### src/rtl/core/hxf_pkg.sv
// Package for the uppercase hex field formatter.
// Holds the descriptor type passed from the front to the back and the ASCII constants.
// No dependencies.
`default_nettype none

package hxf_pkg;

  localparam int unsigned PosW = 7;

  localparam logic [6:0] CharSpace = 7'h20;
  localparam logic [6:0] CharMinus = 7'h2D;
  localparam logic [6:0] CharZero  = 7'h30;
  localparam logic [6:0] CharUpperA = 7'h41;

  // Character positions of one field: [0,b1) spaces, [b1,b2) minus, [b2,b3) zeros,
  // [b3,b4) digits, [b4,total) spaces.
  typedef struct packed {
    logic [63:0]     value;
    logic [PosW-1:0] b1;
    logic [PosW-1:0] b2;
    logic [PosW-1:0] b3;
    logic [PosW-1:0] b4;
    logic [PosW-1:0] total;
  } desc_t;

  typedef struct packed {
    logic [6:0] ch;
    logic       last;
  } char_t;

  function automatic logic [6:0] hex_char(input logic [3:0] nib);
    logic [6:0] r;
    if (nib < 4'd10) begin
      r = CharZero + {3'b000, nib};
    end else begin
      r = CharUpperA + {3'b000, nib} - 7'd10;
    end
    return r;
  endfunction

endpackage

`default_nettype wire

### src/rtl/core/hxf_fifo.sv
// Small first-word-fall-through queue of register entries.
// Used between front and back and as the result buffer; depends on nothing.
`default_nettype none

module hxf_fifo #(
  parameter int unsigned Width = 8,
  parameter int unsigned Depth = 2
) (
  input  wire logic             clk_i,
  input  wire logic             rst_ni,
  input  wire logic             push_i,
  input  wire logic [Width-1:0] data_i,
  output logic                  full_o,
  input  wire logic             pop_i,
  output logic [Width-1:0]      data_o,
  output logic                  empty_o
);

  localparam int unsigned PtrW = (Depth > 1) ? $clog2(Depth) : 1;
  localparam int unsigned CntW = $clog2(Depth + 1);
  localparam logic [PtrW-1:0] LastPtr = PtrW'(Depth - 1);
  localparam logic [CntW-1:0] FullCnt = CntW'(Depth);

  logic [Width-1:0] mem_q [Depth];
  logic [PtrW-1:0]  wptr_q, wptr_d, rptr_q, rptr_d;
  logic [CntW-1:0]  cnt_q, cnt_d;
  logic             do_push, do_pop;

  assign full_o  = (cnt_q == FullCnt);
  assign empty_o = (cnt_q == '0);
  assign do_push = push_i && !full_o;
  assign do_pop  = pop_i && !empty_o;
  assign data_o  = mem_q[rptr_q];

  always_comb begin
    wptr_d = wptr_q;
    rptr_d = rptr_q;
    cnt_d  = cnt_q;
    if (do_push) begin
      wptr_d = (wptr_q == LastPtr) ? '0 : wptr_q + 1'b1;
    end
    if (do_pop) begin
      rptr_d = (rptr_q == LastPtr) ? '0 : rptr_q + 1'b1;
    end
    if (do_push && !do_pop) begin
      cnt_d = cnt_q + 1'b1;
    end else if (do_pop && !do_push) begin
      cnt_d = cnt_q - 1'b1;
    end
  end

  always_ff @(posedge clk_i or negedge rst_ni) begin
    if (!rst_ni) begin
      wptr_q <= '0;
      rptr_q <= '0;
      cnt_q  <= '0;
    end else begin
      wptr_q <= wptr_d;
      rptr_q <= rptr_d;
      cnt_q  <= cnt_d;
    end
  end

  always_ff @(posedge clk_i) begin
    if (do_push) begin
      mem_q[wptr_q] <= data_i;
    end
  end

endmodule

`default_nettype wire

### src/rtl/core/hxf_front.sv
// Front of the formatter: classifies one word into a field layout descriptor.
// Depends on hxf_pkg.
`default_nettype none

module hxf_front #(
  parameter int unsigned MaxField = 40
) (
  input  wire logic              [63:0] value_i,
  input  wire logic              [5:0]  field_width_i,
  input  wire logic signed       [6:0]  precision_i,
  input  wire logic                     left_justify_i,
  input  wire logic                     zero_pad_i,
  input  wire logic                     sign_flag_i,
  output hxf_pkg::desc_t                desc_o,
  output logic                          nonempty_o
);

  localparam logic [5:0] MaxW = 6'(MaxField);

  logic [5:0] w, p;
  logic       has_prec;
  logic [3:0] hi;
  logic [4:0] len;
  logic signed [7:0] z, s;
  logic [6:0] zc, sc, b1, b2, b3, b4, total;

  assign w        = (field_width_i > MaxW) ? MaxW : field_width_i;
  assign has_prec = ~precision_i[6];
  assign p        = (precision_i[5:0] > MaxW) ? MaxW : precision_i[5:0];

  always_comb begin
    hi = '0;
    for (int i = 0; i < 16; i++) begin
      if (value_i[4*i +: 4] != 4'd0) begin
        hi = 4'(i);
      end
    end
    len = {1'b0, hi} + 5'd1;
    if (has_prec && (p == 6'd0) && (value_i == 64'd0)) begin
      len = 5'd0;
    end
  end

  always_comb begin
    z = 8'sd0;
    if (zero_pad_i && !left_justify_i && !has_prec) begin
      z = $signed({2'b00, w}) - $signed({3'b000, len});
    end
    if (has_prec && ({1'b0, len} < p)) begin
      z = $signed({2'b00, p}) - $signed({3'b000, len});
    end
    s  = $signed({2'b00, w}) - $signed({3'b000, len}) - z;
    zc = z[7] ? 7'd0 : z[6:0];
    sc = s[7] ? 7'd0 : s[6:0];
  end

  assign b1    = left_justify_i ? 7'd0 : sc;
  assign b2    = b1 + {6'd0, sign_flag_i};
  assign b3    = b2 + zc;
  assign b4    = b3 + {2'b00, len};
  assign total = b4 + (left_justify_i ? sc : 7'd0);

  assign desc_o.value = value_i;
  assign desc_o.b1    = b1;
  assign desc_o.b2    = b2;
  assign desc_o.b3    = b3;
  assign desc_o.b4    = b4;
  assign desc_o.total = total;
  assign nonempty_o   = (total != 7'd0);

endmodule

`default_nettype wire

### src/rtl/core/hxf_back.sv
// Back of the formatter: walks one descriptor and emits one character per cycle unless out_full_i.
// Depends on hxf_pkg.
`default_nettype none

module hxf_back (
  input  wire logic           clk_i,
  input  wire logic           rst_ni,
  input  wire hxf_pkg::desc_t desc_i,
  input  wire logic           desc_valid_i,
  output logic                desc_pop_o,
  input  wire logic           out_full_i,
  output logic                out_push_o,
  output hxf_pkg::char_t      out_o
);

  logic [hxf_pkg::PosW-1:0] pos_q, pos_d;
  logic [hxf_pkg::PosW-1:0] kfull;
  logic [3:0]               k;
  logic                     last;

  assign out_push_o = desc_valid_i && !out_full_i;
  assign last       = (pos_q == desc_i.total - 7'd1);
  assign desc_pop_o = out_push_o && last;
  assign kfull      = desc_i.b4 - 7'd1 - pos_q;
  assign k          = kfull[3:0];

  always_comb begin
    if (pos_q < desc_i.b1) begin
      out_o.ch = hxf_pkg::CharSpace;
    end else if (pos_q < desc_i.b2) begin
      out_o.ch = hxf_pkg::CharMinus;
    end else if (pos_q < desc_i.b3) begin
      out_o.ch = hxf_pkg::CharZero;
    end else if (pos_q < desc_i.b4) begin
      out_o.ch = hxf_pkg::hex_char(desc_i.value[4*k +: 4]);
    end else begin
      out_o.ch = hxf_pkg::CharSpace;
    end
    out_o.last = last;
  end

  always_comb begin
    pos_d = pos_q;
    if (desc_pop_o) begin
      pos_d = '0;
    end else if (out_push_o) begin
      pos_d = pos_q + 7'd1;
    end
  end

  always_ff @(posedge clk_i or negedge rst_ni) begin
    if (!rst_ni) begin
      pos_q <= '0;
    end else begin
      pos_q <= pos_d;
    end
  end

endmodule

`default_nettype wire

### src/rtl/core/hex_upper_field_formatter.sv
// Top level of the uppercase hex field formatter (printf %X style).
// Depends on hxf_pkg, hxf_front, hxf_fifo and hxf_back.
//
//   channel  direction  handshake          payload
//   input    in         push / full        value, field_width, precision, flags
//   result   out        pop / empty        char_out, last_char
//
// The front classifies a word in the cycle it is accepted and queues a layout
// descriptor; a new word is taken every cycle while the two-entry queue has room.
// The back emits one character per cycle while the result buffer has room; a field
// has at most MAX_FIELD + 1 characters if MAX_FIELD >= 16, and a word that prints
// nothing is accepted but queues no descriptor. Reset empties both queues. A stalled
// result side fills the result buffer, then the descriptor queue, then raises full.
`default_nettype none

module hex_upper_field_formatter #(
  parameter int unsigned MAX_FIELD = 40
) (
  input  wire logic              clk_i,
  input  wire logic              rst_ni,
  input  wire logic              push,
  output logic                   full,
  input  wire logic [63:0]       value_i,
  input  wire logic [5:0]        field_width_i,
  input  wire logic signed [6:0] precision_i,
  input  wire logic              left_justify_i,
  input  wire logic              zero_pad_i,
  input  wire logic              sign_flag_i,
  output logic                   empty,
  input  wire logic              pop,
  output logic [6:0]             char_out_o,
  output logic                   last_char_o
);

  localparam int unsigned QueueDepth = 2;

  hxf_pkg::desc_t front_desc, head_desc;
  hxf_pkg::char_t back_char, res_char;
  logic           nonempty, desc_push, desc_empty, desc_pop;
  logic           out_full, out_push;

  hxf_front #(
    .MaxField(MAX_FIELD)
  ) u_front (
    .value_i       (value_i),
    .field_width_i (field_width_i),
    .precision_i   (precision_i),
    .left_justify_i(left_justify_i),
    .zero_pad_i    (zero_pad_i),
    .sign_flag_i   (sign_flag_i),
    .desc_o        (front_desc),
    .nonempty_o    (nonempty)
  );

  assign desc_push = push && !full && nonempty;

  hxf_fifo #(
    .Width($bits(hxf_pkg::desc_t)),
    .Depth(QueueDepth)
  ) u_desc_q (
    .clk_i  (clk_i),
    .rst_ni (rst_ni),
    .push_i (desc_push),
    .data_i (front_desc),
    .full_o (full),
    .pop_i  (desc_pop),
    .data_o (head_desc),
    .empty_o(desc_empty)
  );

  hxf_back u_back (
    .clk_i       (clk_i),
    .rst_ni      (rst_ni),
    .desc_i      (head_desc),
    .desc_valid_i(!desc_empty),
    .desc_pop_o  (desc_pop),
    .out_full_i  (out_full),
    .out_push_o  (out_push),
    .out_o       (back_char)
  );

  hxf_fifo #(
    .Width($bits(hxf_pkg::char_t)),
    .Depth(QueueDepth)
  ) u_res_q (
    .clk_i  (clk_i),
    .rst_ni (rst_ni),
    .push_i (out_push),
    .data_i (back_char),
    .full_o (out_full),
    .pop_i  (pop),
    .data_o (res_char),
    .empty_o(empty)
  );

  assign char_out_o  = res_char.ch;
  assign last_char_o = res_char.last;

`ifndef SYNTHESIS
  a_desc_queued: assert property (@(posedge clk_i) disable iff (!rst_ni)
    desc_push |=> !desc_empty)
    else $error("Accepted field left no descriptor in the queue.");

  a_done_marks_last: assert property (@(posedge clk_i) disable iff (!rst_ni)
    desc_pop |-> (out_push && back_char.last))
    else $error("Descriptor retired without a final character.");

  a_legal_char: assert property (@(posedge clk_i) disable iff (!rst_ni)
    !empty |-> (char_out_o == hxf_pkg::CharSpace || char_out_o == hxf_pkg::CharMinus ||
                (char_out_o >= 7'h30 && char_out_o <= 7'h39) ||
                (char_out_o >= 7'h41 && char_out_o <= 7'h46)))
    else $error("Result character outside the field alphabet.");
`endif

endmodule

`default_nettype wire

### config.mk
export PLATFORM = sky130hd
export DESIGN_NAME = hex_upper_field_formatter
export DESIGN_NICKNAME = d
export VERILOG_FILES = /design/src/rtl/core/hxf_pkg.sv /design/src/rtl/core/hxf_fifo.sv /design/src/rtl/core/hxf_front.sv /design/src/rtl/core/hxf_back.sv /design/src/rtl/core/hex_upper_field_formatter.sv
export SDC_FILE = /design/constraint.sdc
export NUM_CORES = 1
export LEC_CHECK = 0
export BUFFER_PORTS_ARGS = -buffer_cell sky130_fd_sc_hd__buf_2
export CAP_MARGIN = 20
export CORE_AREA = 2 2 141 178
export DETAILED_ROUTE_END_ITERATION = 10
export DIE_AREA = 0 0 143 180
export MAX_ROUTING_LAYER = met4
export PLACE_DENSITY_LB_ADDON = 0.08
export SLEW_MARGIN = 10
export SYNTH_ARGS = -nofsm -noshare
export SYNTH_HDL_FRONTEND = slang
export SYNTH_SLANG_ARGS = --single-unit
### constraint.sdc
create_clock -name clk_i -period 14.07 [get_ports clk_i]
set_input_delay 1.407 -clock clk_i [delete_from_list [all_inputs] [get_ports clk_i]]
set_output_delay 1.407 -clock clk_i [all_outputs]
set_load 0.01 [all_outputs]
Word-level counts from Yosys, hierarchy flattened --
Memory sizes are Yosys's and may differ from the RTL's. Cells that the tools add are included.
Operators by class: bitwise logic cells 1, shift operators 1, div/mod/pow operators 0, $add $sub $neg 23, $mul 0, $lt $le $gt $ge 8, multiplexer cells 43, equal/unequal tests 3, reductions and logical operators 49
Operators by type and width (count):
- 2-to-1 mux 7 bit | 11
- zero test 64 bit | 1
- variable part select 64 x 7 -> 4 bit | 1
- nonzero test 4 bit | 15
- 2-to-1 mux 4 bit | 14
- less-than comparator 7 bit | 4
- logical AND 1 bit | 17
- 2-to-1 mux 8 bit | 2
- adder 7 bit | 2
- subtractor 6 x 5 -> 7 bit | 2
- > comparator 6 bit, second input constant | 2
- 2-to-1 mux 6 bit | 2
- zero test 1 bit | 9
- 2-to-1 mux 1 bit | 9
- 2-to-1 mux 2 bit | 4
- subtractor 8 bit | 1
- adder 6 x 4 -> 7 bit, first input constant | 1
- adder 7 x 1 -> 7 bit | 1
- adder 7 x 1 -> 7 bit, second input constant | 1
- adder 7 x 4 -> 7 bit, first input constant | 1
- adder 7 x 5 -> 7 bit | 1
- equality test 7 bit | 1
- nonzero test 7 bit | 1
- subtractor 7 x 1 -> 7 bit, second input constant | 1
- other kinds (15) | 24
Word-level totals: bits of input ports 84, output and inout bits 10, RAM bits 214, memories kept 2, memory bits (read-only) 0, register bits 15, bits in latches 0, word-level logic and storage cells 137
Memory list:
- u_desc_q.mem_q | words 2, width 99, read ports 1, clocked after Yosys merged registers in 0, wr ports 1, RTL line hxf_fifo.sv:24 | logic [Width-1:0] mem_q [Depth];
- u_res_q.mem_q | words 2, width 8, read ports 1, clocked after Yosys merged registers in 0, wr ports 1, RTL line hxf_fifo.sv:24

Depth between registers and ports, before layout --
depth in word-level cells 35, mapped depth 48, gate-level depth less buffers 48

Modules after synthesis --
From an unflattened synthesis, not the netlist that was laid out.
Second synthesis, totals: cells, all modules 934, area, all modules 13202.7 sq um
By module, submodules not included:
- hxf_fifo (u_desc_q) | instances 1, cells an instance 327, area an instance 7840.0 sq um, sequential area each 6045.8 sq um
- hxf_front | instances 1, cells an instance 345, area an instance 2548.7 sq um, sequential area each 0.0 sq um
- hxf_back | instances 1, cells an instance 216, area an instance 2019.4 sq um, sequential area each 175.2 sq um
- hxf_fifo (u_res_q) | instances 1, cells an instance 44, area an instance 782.0 sq um, sequential area each 580.6 sq um
- hex_upper_field_formatter | instances 1, cells an instance 2, area an instance 12.5 sq um, sequential area each 0.0 sq um

Worst setup path before layout --
Ideal clock, no wire load.
kind input to register, from input value_i[5], to memory u_desc_q.mem_q[0][0] (netlist bit), enable pin, cell stages on the path 42, buffers on the path 0, setup time 0.558 ns, data required time 13.512 ns, setup slack 0.069 ns, arrival 13.443 ns, cells stage by stage or4_1 -> a21oi_1 -> o21ai_0 -> a21o_1 -> a21o_1 -> o2111ai_1 -> nand2_1 -> ha_1 -> nand2_1 -> ha_1 -> nor2b_1 -> o21ai_0 -> a21boi_0 -> o21ai_0 -> a21oi_1 -> o21a_1 -> a22oi_1 -> ha_1 -> [6 not listed] -> ha_1 -> ha_1 -> fa_1 -> inv_1 -> fa_1 -> nor2b_1 -> o21ai_0 -> a21boi_0 -> nor2_1 -> ha_1 -> o21a_1 -> o31a_1 -> o22ai_1 -> xnor2_1 -> xnor2_1 -> nand2b_1 -> o211ai_2 -> nor2_1
RTL lines:
- from (decl) | RTL line hex_upper_field_formatter.sv:23 | input wire logic [63:0] value_i,
- to (decl) | RTL line hxf_fifo.sv:24

==> results_dict.tcl <==
set metrics [dict create \
    status "finished clean" \
    r2r_slack_ps 9550 \
    grt_max_degree 89 \
    synth_area_per_cell_um2 14.0 \
    via_per_inst 5.58 \
    finalCritPeriodShare_pct 81.3 \
    peakVddDrop_v 0.000117 \
    synth_warnings 0 \
    routed_wl_um 25600 \
    syn_inst 848 \
    p_leak_uw 0.00502 \
    crit_start "value_i[13]" \
    async_flop_share_pct 6.55 \
    fmax_mhz 87.5 \
    crit_path_frequent_cell "ha_1" \
    drv_slew 0 \
    slew_headroom_pct 38.1 \
    drive_gt1_share_pct 19.8 \
    grtUsageMet2_pct 34.5 \
    max_stage_delay_ps 640 \
    setup_viol 0 \
    hp-class "flip-flop to flip-flop" \
    post-route-cell-area_mm2 0.0135 \
    synth_area_leaders "edfxtp_1 54%, ha_1 7.3%, mux4_2 6.4%" \
    overflow 0 \
    cts.sinks 229 \
    cts-root-buf "clkbuf_16" \
    ant_nets 0 \
    fin_crit_ps 11430 \
    cts_buffers 23 \
    cts_buffer_depth 3 \
    place_area_mm2 0.0127 \
    track_usage_pct 20.9 \
    cts_tree "yes" \
    final.setup_skew_ps 12.9 \
    syn_area_mm2 0.0119 \
    synth_top_cell_by_area "edfxtp_1" \
    critPathArrivalTime_ps 11570 \
    rr_startpoint "u_desc_q.rptr_q$_DFFE_PN0P_" \
    port_buffers 93 \
    vias 7241 \
    wl_per_cell_um 19.7 \
    synth_edf_count 214 \
    grt_pass1_wl_um 40100 \
    syn-num-nets 1008 \
    drc_errors 0 \
    firstDrtPassIters 5 \
    ioPinCount 94 \
    slowest_stage "fa_1" \
    ys_seq_area_share_pct 57.3 \
    hold_viol 0 \
    nets 1113 \
    die_w_um 143 \
    ctsHoldBuffers 0 \
    final_common_cell "edfxtp_1" \
    gr-usage-met1_pct 28.1 \
    place_inst 1258 \
    cp.required_ps 14210 \
    crit_fanout 86 \
    setup_tns_ps 0 \
    yosysTopAreaCellShare_pct 54.1 \
    drtIter0Drc 529 \
    p_per_area_mw_per_mm2 245 \
    core_area_mm2 0.0241 \
    post_cts_buffers 0 \
    synth_seq_cells 229 \
    start_kind "input port" \
    die_h_um 180 \
    worstHoldStart "u_res_q.wptr_q$_DFFE_PN0P_" \
    instances_no_fill 1298 \
    clkSlewWorstSetupHoldPaths_ps 60 \
    path_class "input port to flip-flop" \
    hpwl_um 18800 \
    clk_latency_ps 510 \
    end_kind "flip-flop" \
    initial_utilization_pct 49.3 \
    max_cap_violations 0 \
    grt_use_met3_pct 2.32 \
    antenna_found_initial 0 \
    num_rows 64 \
    gp_congestion 0.874 \
    worst_pin_slew_ps 919 \
    cts-htree-levels 1 \
    die_area_mm2 0.0257 \
    top_usage_layer "met2" \
    area_growth_pct 13.4 \
    cts_resized 0 \
    grt_pass1_vias 7309 \
    rsz0062_at_grt "false" \
    ys.flop_type "edfxtp_1" \
    final_cell_mix "214 x edfxtp_1, 93 x buf_2, 69 x ha_1" \
    synth_cell_types 64 \
]
[cells by family after synthesis]
| group | after synthesis | share of synthesized area [%] |
|---|---|---|
| compound gates | 132 | 7.04 |
| xor+xnor | 55 | 4.06 |
| fa+ha+maj | 76 | 8.45 |
| buf+inv | 61 | 2.29 |
| flops | 229 | 57.3 |
| mux | 93 | 12.0 |
| simple gates | 202 | 8.88 |
[path summary, 6_finish.rpt]
path | cells past startpoint | end
min in group asynchronous | 1 | u_back.pos_q[6]$_DFFE_PN0P_
max in group asynchronous | 1 | u_desc_q.rptr_q$_DFFE_PN0P_
worst min register to register | 1 | u_res_q.wptr_q$_DFFE_PN0P_
worst max register to register | 12 | u_res_q.mem_q[0][3]$_DFFE_PP_
worst min-delay path | 1 | u_res_q.wptr_q$_DFFE_PN0P_
worst max-delay path | 44 | u_desc_q.mem_q[0][49]$_DFFE_PP_
[metal layers]
layer,wire length (um),up-vias,part of all wire [%]
met5,0,-,0
met4,479,0,1.9
met3,1130,37,4.4
met2,12700,162,49
met1,11300,3561,44
li1,-,3481,-
[cell type report]
class / instances / area, um2
inverters: 42 / 158
multi-input cells: 558 / 4810
fillers: 1962 / 10600
flip-flops and latches: 229 / 6810
clock buffers: 27 / 591
well taps: 330 / 413
repair buffers: 99 / 536
diodes: 1 / 2.50
clock inverters: 12 / 139
[metrics by stage]
step | hold slack (ps) | power, uW | setup WS, ps | util, %
after floorplan | 460 | 2330 | 69.3 | -
after global placement | 478 | 2720 | 2510 | 52.8
after detailed placement | 477 | 2740 | 2260 | 52.8
after CTS | 490 | 3340 | 2770 | 55.8
after global routing | 543 | 3530 | 1780 | 55.8
final | 483 | 3300 | 2640 | 55.8
[where the power goes]
group / switching [uW] / internal (uW) / leakage [uW] / total, uW
combinational: 887 / 679 / 0.00249 / 1570
clock: 241 / 354 / 0.000349 / 595
sequential: 121 / 1020 / 0.00218 / 1140
[flip-flops by register name, indices dropped and copies added, names as in the netlist]
register / count
u_res_q.mem_q: 16
u_desc_q.mem_q: 198
u_res_q.wptr_q: 1
u_desc_q.wptr_q: 1
u_desc_q.rptr_q: 1
u_desc_q.cnt_q: 2
u_res_q.rptr_q: 1
u_back.pos_q: 7
u_res_q.cnt_q: 2
[synthesized netlist by cell type (all sizes together) (19+ instances only)]
cell type	n
a21o	19
a21oi	29
o21ai	40
xnor2	36
inv	41
edfxtp	214
nor4	25
mux2i	45
nor3	22
mux4	36
ha	69
xor2	19
nor2	56
nand2	31
[critical path, delay by kind of cell]
kind,cells,cell delay (ps)
simple gates,11,2220
compound gates,20,3820
fa+ha+maj,8,2990
xor+xnor,2,390
buf+inv,3,590
Note: power is estimated with default switching activity, not from simulation.
